$ cat config.mk
export PLATFORM = sky130hd
export DESIGN_NAME = affine_transform_composer_top
export DESIGN_NICKNAME = d
export VERILOG_FILES = /design/src/rtl/core/atc_pkg.sv /design/src/rtl/core/affine_transform_composer_top.sv
export SDC_FILE = /design/constraint.sdc
export NUM_CORES = 2
export LEC_CHECK = 0
export ABC_AREA = 1
export BUFFER_PORTS_ARGS = -buffer_cell sky130_fd_sc_hd__clkbuf_2
export CAP_MARGIN = 40
export CORE_AREA = 2 2 478 480
export DETAILED_ROUTE_END_ITERATION = 6
export DIE_AREA = 0 0 480 482
export HOLD_SLACK_MARGIN = 0.03
export SLEW_MARGIN = 0
export SYNTH_ARGS = -nofsm -noshare
export SYNTH_HDL_FRONTEND = slang
export SYNTH_SLANG_ARGS = --single-unit
$ cat constraint.sdc
create_clock -name clk_i -period 24.7 [get_ports clk_i]
set_input_delay 7.41 -clock clk_i [delete_from_list [all_inputs] [get_ports clk_i]]
set_output_delay 7.41 -clock clk_i [all_outputs]
set_load 0.01 [all_outputs]
$ cat src/rtl/core/atc_pkg.sv
`timescale 1ns / 1ps

package atc_pkg;

  localparam int unsigned FRAC_BITS_DEF = 16;
  localparam int unsigned MAT_DEPTH     = 12;
  localparam int unsigned ACC_W         = 66;

  typedef enum logic [1:0] {
    KIND_IDENT  = 2'd0,
    KIND_TRANS  = 2'd1,
    KIND_SCALE  = 2'd2,
    KIND_VERTEX = 2'd3
  } kind_e;

  typedef enum logic [2:0] {
    S_IDLE,
    S_TRANS,
    S_PREP,
    S_MUL,
    S_ACC,
    S_FIN,
    S_OUT
  } state_e;

  typedef logic signed [31:0]      word_t;
  typedef logic signed [ACC_W-1:0] acc_t;

  function automatic acc_t sext_word(input word_t w);
    return {{(ACC_W - 32){w[31]}}, w};
  endfunction

  function automatic word_t sat_word(input acc_t v);
    word_t res;
    if (!v[ACC_W-1] && (|v[ACC_W-2:31])) begin
      res = 32'sh7fff_ffff;
    end else if (v[ACC_W-1] && !(&v[ACC_W-2:31])) begin
      res = 32'sh8000_0000;
    end else begin
      res = v[31:0];
    end
    return res;
  endfunction

endpackage

$ cat src/rtl/core/affine_transform_composer_top.sv
`timescale 1ns / 1ps

// Composite 3D affine transform (top three rows of a 4x4 homogeneous
// matrix, Q16.16 by default), column-vector convention: each transform
// premultiplies the stored matrix.
// Input channel (in_valid_i / in_ready_o): kind_i selects identity reset,
// translate, scale about point (fx/fy/fz) or vertex transform (ax/ay/az).
// Output channel (out_valid_o / out_ready_i): one item per vertex transform.
// All products go through a single 32x32 multiplier, registered, followed
// by a 66-bit accumulator, under a small sequencer.
// A scale works row by row: setup, fixed-point term, four entries.
// A vertex works row by row: three products, then the translation column
// is added and the row result is stored; then the output register loads.
// The result sits in an output register: a new item is taken while it
// waits; a following vertex result waits in the sequencer until the
// receiver takes the earlier one, and input is held off meanwhile.
// Reset loads the identity matrix and empties the output register.
module affine_transform_composer_top #(
  parameter int unsigned FracBits = atc_pkg::FRAC_BITS_DEF
) (
  input  logic                clk_i,
  input  logic                rst_ni,
  input  logic                in_valid_i,
  output logic                in_ready_o,
  input  logic [1:0]          kind_i,
  input  logic signed [31:0]  ax_i,
  input  logic signed [31:0]  ay_i,
  input  logic signed [31:0]  az_i,
  input  logic signed [31:0]  fx_i,
  input  logic signed [31:0]  fy_i,
  input  logic signed [31:0]  fz_i,
  output logic                out_valid_o,
  input  logic                out_ready_i,
  output logic signed [31:0]  out_x_o,
  output logic signed [31:0]  out_y_o,
  output logic signed [31:0]  out_z_o
);
  import atc_pkg::*;

  localparam word_t One   = 32'sd1 <<< FracBits;
  localparam acc_t  OneW  = sext_word(One);

  state_e state_q, state_d;
  kind_e  kind_q;
  logic [1:0] row_q, row_d;
  logic [1:0] col_q, col_d;
  logic       kph_q, kph_d;
  logic       out_valid_q;

  word_t a_q [3];
  word_t f_q [3];
  word_t res_q [3];
  word_t mat_q [MAT_DEPTH];
  word_t d_q, k_q;
  logic signed [63:0] prod_q;
  acc_t  acc_q;
  word_t out_x_q, out_y_q, out_z_q;

  logic  in_acc, out_load;
  logic  group_last;
  word_t mat_rd, a_sel, opa, opb, extra, fin_res;
  logic [1:0] a_idx;

  assign in_acc = in_valid_i && in_ready_o;
  assign in_ready_o = (state_q == S_IDLE);

  // single read port: entry {row, col}
  assign mat_rd = mat_q[{row_q, col_q}];
  assign a_idx  = (kind_q == KIND_VERTEX) ? col_q : row_q;
  assign a_sel  = a_q[a_idx];

  always_comb begin
    if (kind_q == KIND_VERTEX) begin
      opa = mat_rd;
      opb = a_sel;
    end else if (kph_q) begin
      opa = d_q;
      opb = f_q[row_q];
    end else begin
      opa = a_sel;
      opb = mat_rd;
    end
  end

  assign group_last = (kind_q != KIND_VERTEX) || (col_q == 2'd2);

  // translation column is added after the shift; col is 3 here for vertex
  always_comb begin
    if (kind_q == KIND_VERTEX) begin
      extra = mat_rd;
    end else if (!kph_q && (col_q == 2'd3)) begin
      extra = k_q;
    end else begin
      extra = '0;
    end
  end

  assign fin_res  = sat_word((acc_q >>> FracBits) + sext_word(extra));
  assign out_load = (state_q == S_OUT) && (!out_valid_q || out_ready_i);

  always_ff @(posedge clk_i or negedge rst_ni) begin
    if (!rst_ni) begin
      state_q <= S_IDLE;
      row_q   <= '0;
      col_q   <= '0;
      kph_q   <= 1'b0;
    end else begin
      state_q <= state_d;
      row_q   <= row_d;
      col_q   <= col_d;
      kph_q   <= kph_d;
    end
  end

  always_comb begin
    state_d = state_q;
    row_d   = row_q;
    col_d   = col_q;
    kph_d   = kph_q;
    unique case (state_q)
      S_IDLE: begin
        if (in_acc) begin
          row_d = '0;
          col_d = '0;
          kph_d = 1'b0;
          unique case (kind_e'(kind_i))
            KIND_IDENT:  state_d = S_IDLE;
            KIND_TRANS: begin
              col_d   = 2'd3;
              state_d = S_TRANS;
            end
            KIND_SCALE:  state_d = S_PREP;
            KIND_VERTEX: state_d = S_MUL;
            default:     state_d = S_IDLE;
          endcase
        end
      end
      S_TRANS: begin
        row_d = row_q + 2'd1;
        if (row_q == 2'd2) begin
          state_d = S_IDLE;
        end
      end
      S_PREP: begin
        kph_d   = 1'b1;
        col_d   = '0;
        state_d = S_MUL;
      end
      S_MUL: state_d = S_ACC;
      S_ACC: begin
        if (group_last) begin
          if (kind_q == KIND_VERTEX) begin
            col_d = 2'd3;
          end
          state_d = S_FIN;
        end else begin
          col_d   = col_q + 2'd1;
          state_d = S_MUL;
        end
      end
      S_FIN: begin
        if (kind_q == KIND_VERTEX) begin
          col_d = '0;
          if (row_q == 2'd2) begin
            state_d = S_OUT;
          end else begin
            row_d   = row_q + 2'd1;
            state_d = S_MUL;
          end
        end else if (kph_q) begin
          kph_d   = 1'b0;
          col_d   = '0;
          state_d = S_MUL;
        end else if (col_q == 2'd3) begin
          if (row_q == 2'd2) begin
            state_d = S_IDLE;
          end else begin
            row_d   = row_q + 2'd1;
            state_d = S_PREP;
          end
        end else begin
          col_d   = col_q + 2'd1;
          state_d = S_MUL;
        end
      end
      S_OUT: begin
        if (out_load) begin
          state_d = S_IDLE;
        end
      end
      default: state_d = S_IDLE;
    endcase
  end

  // matrix state, identity after reset
  always_ff @(posedge clk_i or negedge rst_ni) begin
    if (!rst_ni) begin
      for (int i = 0; i < MAT_DEPTH; i++) begin
        mat_q[i] <= ((i >> 2) == (i & 3)) ? One : '0;
      end
    end else if (in_acc && (kind_e'(kind_i) == KIND_IDENT)) begin
      for (int i = 0; i < MAT_DEPTH; i++) begin
        mat_q[i] <= ((i >> 2) == (i & 3)) ? One : '0;
      end
    end else if (state_q == S_TRANS) begin
      mat_q[{row_q, col_q}] <= sat_word(sext_word(mat_rd) + sext_word(a_sel));
    end else if ((state_q == S_FIN) && (kind_q == KIND_SCALE) && !kph_q) begin
      mat_q[{row_q, col_q}] <= fin_res;
    end
  end

  // datapath
  always_ff @(posedge clk_i) begin
    if (in_acc) begin
      kind_q <= kind_e'(kind_i);
      a_q[0] <= ax_i;
      a_q[1] <= ay_i;
      a_q[2] <= az_i;
      f_q[0] <= fx_i;
      f_q[1] <= fy_i;
      f_q[2] <= fz_i;
      acc_q  <= '0;
    end
    case (state_q)
      S_PREP: d_q <= sat_word(OneW - sext_word(a_sel));
      S_MUL:  prod_q <= opa * opb;
      S_ACC:  acc_q <= acc_q + {{(ACC_W - 64){prod_q[63]}}, prod_q};
      S_FIN: begin
        acc_q <= '0;
        if (kind_q == KIND_VERTEX) begin
          res_q[row_q] <= fin_res;
        end else if (kph_q) begin
          k_q <= fin_res;
        end
      end
      default: ;
    endcase
    if (out_load) begin
      out_x_q <= res_q[0];
      out_y_q <= res_q[1];
      out_z_q <= res_q[2];
    end
  end

  always_ff @(posedge clk_i or negedge rst_ni) begin
    if (!rst_ni) begin
      out_valid_q <= 1'b0;
    end else if (out_load) begin
      out_valid_q <= 1'b1;
    end else if (out_ready_i) begin
      out_valid_q <= 1'b0;
    end
  end

  assign out_valid_o = out_valid_q;
  assign out_x_o     = out_x_q;
  assign out_y_o     = out_y_q;
  assign out_z_o     = out_z_q;

endmodule

Word-level counts from Yosys, hierarchy flattened
Memories as Yosys holds them, arrays and structs flattened. A register that Yosys moved wholly into a read port is not among the register bits.
Cells that the tools add are included.
- register bits after elaboration: 589
- output and inout bits: 98
- memories kept: 3
- word-level logic and storage cells: 162
- input bits: 198
- RAM bits: 288
- memories (name ; depth ; width ; rd ports ; clocked after Yosys merged registers in ; wr ports ; line ; source):
    a_q ; 3 ; 32 ; 1 ; 0 ; 3 ; affine_transform_composer_top.sv:50 ; word_t a_q [3];
    f_q ; 3 ; 32 ; 1 ; 0 ; 3 ; affine_transform_composer_top.sv:51 ; word_t f_q [3];
    res_q ; 3 ; 32 ; 3 ; 3 ; 1 ; affine_transform_composer_top.sv:52 ; word_t res_q [3];
- equality and inequality tests: 23
- reduce and logical (&&, ||, !) cells: 42
- muxes and demuxes: 61
- bitwise operators: 2
- $lt $le $gt $ge: 2
- $mul: 1
- $add $sub $neg: 6
- operator list (cell ; number):
    two-way mux 384 bit ; 3
    bitwise mux 384 bit ; 2
    two-way mux 32 bit ; 16
    case mux 66 bit (2 select lines) ; 1
    binary-select mux 32 bit (select 4 bit) ; 1
    demux 32 bit (select 4 bit) ; 1
    AND reduction 34 bit ; 3
    OR reduction 34 bit ; 3
    adder 66 bit ; 1
    two-way mux 66 bit ; 1
    multiplier 32 x 32 -> 64 bit ; 1
    adder 50 x 32 -> 51 bit ; 1
    adder 32 x 32 -> 33 bit ; 1
    subtractor 18 x 32 -> 33 bit, first input constant ; 1
    two-way mux 2 bit ; 14
    two-way mux 3 bit ; 8
    case mux 3 bit (7 select lines) ; 1
    == test 2 bit, second input constant ; 7
    logical AND 1 bit ; 13
    case mux 3 bit (4 select lines) ; 1
    nonzero test 3 bit ; 4
    == test 3 bit, second input constant ; 3
    two-way mux 1 bit ; 9
    != test 3 bit, second input constant ; 3
    other kinds (22) ; 38

Depth between registers and ports, before layout
- depth after elaboration: 15
- gate-level depth with buffers: 42
- depth with buffers taken out: 39

Worst setup path after synthesis
OpenSTA, ideal clock, no wires.
- path type: input -> register
- start point: input in_valid_i
- end point: register acc_q[0] (enable)
- data arrival time: 17.750 ns
- data required time: 24.274 ns
- stages on the path: 4
- path buffers: 0
- slack: 6.525 ns
- setup time: 0.426 ns
- path through: inv_1 -> nor2_1 -> inv_1 -> nand2_1
- word-level cells in the longest chain between the ends: 2
- RTL lines (what ; line ; source):
    start, declared ; affine_transform_composer_top.sv:23 ; input logic in_valid_i,
    logical AND 1 bit ; affine_transform_composer_top.sv:64 ; assign in_acc = in_valid_i && in_ready_o;
    via in_acc ; affine_transform_composer_top.sv:59 ; logic in_acc, out_load;
    nonzero test 3 bit (no source line) ; -- ;
    end signal, assigned ; affine_transform_composer_top.sv:227 ; S_ACC: acc_q <= acc_q + {{(ACC_W - 64){prod_q[63]}}, prod_q};
    end, declared ; affine_transform_composer_top.sv:56 ; acc_t acc_q;
The timed path passes the listed nets, and every way through them passes these cells.
A chain may end at the register's enable or synchronous reset.

Worst setup path after layout
- start point: register row_q[0]
- end point: register prod_q[63], data pin
- word-level cells in the longest chain between the ends: 7
- elaborated cells between the ends (all ways): 12
- those cells by class: mul: 1; mux: 8; bitwise: 1; memory: 2
- RTL lines (what ; line ; source):
    start, declared ; affine_transform_composer_top.sv:45 ; logic [1:0] row_q, row_d;
    start signal, assigned ; affine_transform_composer_top.sv:109 ; row_q <= row_d;
    NOT 4 -> 5 bit (implied by the code) ; affine_transform_composer_top.sv:68 ; assign mat_rd = mat_q[{row_q, col_q}];
    binary-select mux 32 bit (select 4 bit) ; affine_transform_composer_top.sv:68 ;
    two-way mux 32 bit (implied by the code) (2 in a row) ; affine_transform_composer_top.sv:68 ;
    two-way mux 32 bit ; affine_transform_composer_top.sv:76 ; end else if (kph_q) begin
    two-way mux 32 bit ; affine_transform_composer_top.sv:73 ; if (kind_q == KIND_VERTEX) begin
    multiplier 32 x 32 -> 64 bit * ; affine_transform_composer_top.sv:226 ; S_MUL: prod_q <= opa * opb;
    end signal, assigned ; affine_transform_composer_top.sv:226 ;
    end, declared ; affine_transform_composer_top.sv:55 ; logic signed [63:0] prod_q;
Every way passes the cells marked *; elsewhere a longest branch is shown, timed or not. The select of a mux whose other input is x is not followed.

==> results.md <==
- The fraction of post-synthesis cell area in the top cell type by area is between 20% and 30%.
- The synthesized net count is roughly 13000.
- Counting instances in the post-synthesis netlist gives the leading cell types as 3402 x nand2_1, 2050 x inv_1, 1085 x fa_1.
- Global routing used 28.69% of the available tracks across all layers.
- STA classifies the critical path startpoint as a flip-flop.
- Entering global routing, the biggest net connects around 140 pins.
- The part of the Yosys area used for sequential elements is just over 30%.
- The DRC violations left is 0.
- The final wirelength is between 300000 and 400000 microns.
- The die footprint is ~0.23 sq mm.
- The post-cts resize count is 0.
- The total area inside the core boundary comes to about 0.23 sq mm.
- The layout cell share with drive strength beyond 1 is 6.615%.
- The arrival time of data at the critical path endpoint is 12.73 ns.
- The slowest stage of the critical path is the dfrtp_4 cell.
- The yosys synthesis warning count is 0.
- The final hold violation count is 0.
- Of the available clock period, the critical path in the final layout requires 49.64%.
- Clock tree synthesis selected as its root buffer the cell clkbuf_16.
- The total number of nets in the final design is 12690.
- Setup repair after global routing left no endpoint under its margin.
- The post-cts hold buffer count is 0.
- The area growth from synthesis to layout is 9.445%.
- Counting stages on the worst path, the most repeated cell is fa_1.
- The number of global-route vias before repair is roughly 76000.
- The number of H-tree levels is 3.
- The delay contributed by the slowest stage of the critical path is about 1.0 ns.
- The top-level I/O count is 296.
- Using the TritonRoute via totals, the vias-per-cell ratio works out to approximately 5.4.
- Among all flip-flop cells after synthesis, the most frequent one is edfxtp_1.
- Counting the buffers created by CTS gives 110.
- Setup violations remaining at the end of the flow were counted as 0.
- In this run, the number of DRC markers left after iteration 0 of detailed routing was slightly below 8000.
- The total clock sinks is ~970.
- Across all layers, the routed design uses around 76000 vias.
- The summed instance area of the synthesized netlist is 0.09014 sq mm.
- Max-cap violations in this run came to 0.
- The run finished with clean final reports.
- In the final timing run, aggregate negative setup slack is 0 ns.
- The later pin in the worst-skew pair is clocked with a latency of 0.82 ns.
- The remaining number of nets flagged by the antenna check after routing is 0.
- The critical path contains buffers and inverters numbering 11 combined.
- Counting along the longest clock path gives a buffer depth of 3.
- The initial antenna violation count came to 19.
- The post-synthesis async set-or-reset flop share is around two fifths.
- The global placer's final weighted congestion is between 1 and 1.5.
- Dividing the synthesized area by the synthesized cell count gives between 8 and 9 sq um.
- The floorplan has ~180 rows.
- The path class of the tightest hold or removal check is flip-flop to flip-flop.
- The shortest period the worst path allows is 12.26 ns.
- The clock slew seen by the registers of the worst setup and hold paths is roughly 0.060 ns.
- The most numerous cell in the Yosys netlist is nand2_1.
- The die is 482 microns tall.
- The startpoint-to-endpoint class of the critical path is flip-flop to flip-flop.
- Buffers added to address setup during post-CTS repair amount to 0.
- For this run the aggregate overflow at the end of global routing stands at 0.
- The slack of the worst reg-to-reg path is about 12 ns.
- The count of buffers added on input and output ports is about 300.
- The number of library cell types mapped by synthesis is between 60 and 70.
- After detailed routing, the average wire length per cell comes to about 24 microns.
- For this configuration, the core starts out at a cell density of between 30% and 40%.
- The slew at the pin closest to its max-slew limit is 0.9613 ns.
- The die is around 480 microns wide.
- The worst setup path is captured at a flip-flop.
- Measured against its own limit, the worst slew margin works out to 35.42%.
- The count of flip-flops with a built-in enable after synthesis is 580.
- Of all nets on the critical path, the largest fanout is between 50 and 60.
- The first global-routing pass estimated 495100 microns of wire.
- After legalization and detailed placement, the total HPWL measured ~250000 microns.
- The maximum clock frequency is approximately 82 MHz.
- The required arrival time at the worst endpoint is about 25 ns.
- By area the synthesized netlist is led by fa_1 24%, edfxtp_1 19%, nand2_1 14%.
- Broken down by cell family, the worst path's largest delay share belongs to adder cells.
- Synthesis produced 11010 cells.
- The number of max-slew violations in the final report is 0.
- The first-pass iteration count of the detailed router is 6.
- The clock arrives with approximately 0.09 ns of skew.
- The synthesized design contains about 970 register bits.
- TritonCTS built the clock tree.
- The largest area contributor in the synthesized netlist is fa_1.
## cell families after synthesis
group / share of synthesized area [%]
adder cells (fa/ha/maj): 28.80
XOR/XNOR: 1.467
AND/OR/NAND/NOR: 18.90
flip-flops: 30.24
AO/OA/AOI/OAI: 9.542
buffers and inverters: 11.05
## state kept, by name (all words and copies together), names as in the netlist
signal,count
mat_q,384
out_y_o,32
col_q,2
out_valid_o,1
kph_q,1
k_q,32
a_q,96
res_q,96
f_q,96
prod_q,64
out_z_o,32
out_x_o,32
row_q,2
kind_q,2
acc_q,66
state_q,3
d_q,32
## layer usage
metal,GRT usage [%],share of wire (%)
met5,0,0.013
met4,16.08,6.6
met3,4.241,8.1
met2,44.79,45
met1,38.36,40
## layout make-up
class                      count  area [sq um]
fill                       22430        127800
multi-input combinational   7446         53100
sequential                   973         27260
inverter                    2072          7785
tap                         3009          3765
clock buffer                 145          3078
timing repair buffer         464          2983
clock inverter                56         658.1
antenna                        6         15.01
## through the flow
stage | cells | util, % | area [sq um] | setup WS [ns] | hold WS [ns]
global placement | 13940 | 41.73 | 94480 | 12.64 | 0.4016
detailed placement | 13960 | 41.91 | 94900 | 12.96 | 0.4045
finish | 14170 | 43.57 | 98650 | 12.44 | 0.3800
CTS | 14170 | 43.57 | 98630 | 12.80 | 0.3808
global route | 14170 | 43.57 | 98640 | 12.11 | 0.3901
floorplan | 11010 | - | 90140 | 6.525 | 0.4003
## final timing paths
check,from,to,cells after the start
worst max-delay path,row_q[0],prod_q[63],32
worst min-delay path,res_q[0][7],out_x_o[7],0
worst max register to register,row_q[0],prod_q[63],32
worst min register to register,res_q[0][7],out_x_o[7],0
max in group asynchronous,rst_ni,mat_q[83],3
min in group asynchronous,rst_ni,out_valid_o,1
## placed cells by master (no fill, tap or decap), types with 9 or more instances in the layout
master / n
a21boi_0: 14
clkbuf_2: 294
clkinv_1: 12
a32o_1: 13
nand4_1: 49
nand3b_1: 9
ha_1: 339
clkbuf_16: 113
dfrtp_1: 387
o211ai_1: 118
a21o_1: 18
o221ai_1: 50
clkbuf_1: 19
o31ai_1: 10
a31oi_1: 34
nand3_1: 211
clkbuf_8: 13
nor4_1: 9
nand3_2: 11
inv_2: 17
buf_16: 10
nor2_1: 593
o21a_1: 37
xnor2_1: 40
edfxtp_1: 580
nand2_1: 3400
o21ai_1: 10
xor2_1: 111
buf_4: 154
nor3_1: 44
o21ai_2: 19
o21bai_1: 17
inv_1: 2049
nor2_4: 11
fa_1: 1085
a21oi_1: 684
o21ai_0: 384
o22ai_1: 50
clkinv_2: 18
Power is left out: the tool's default activity adds up to more than one toggle a clock period on the data nets, which glitch-free logic cannot reach.
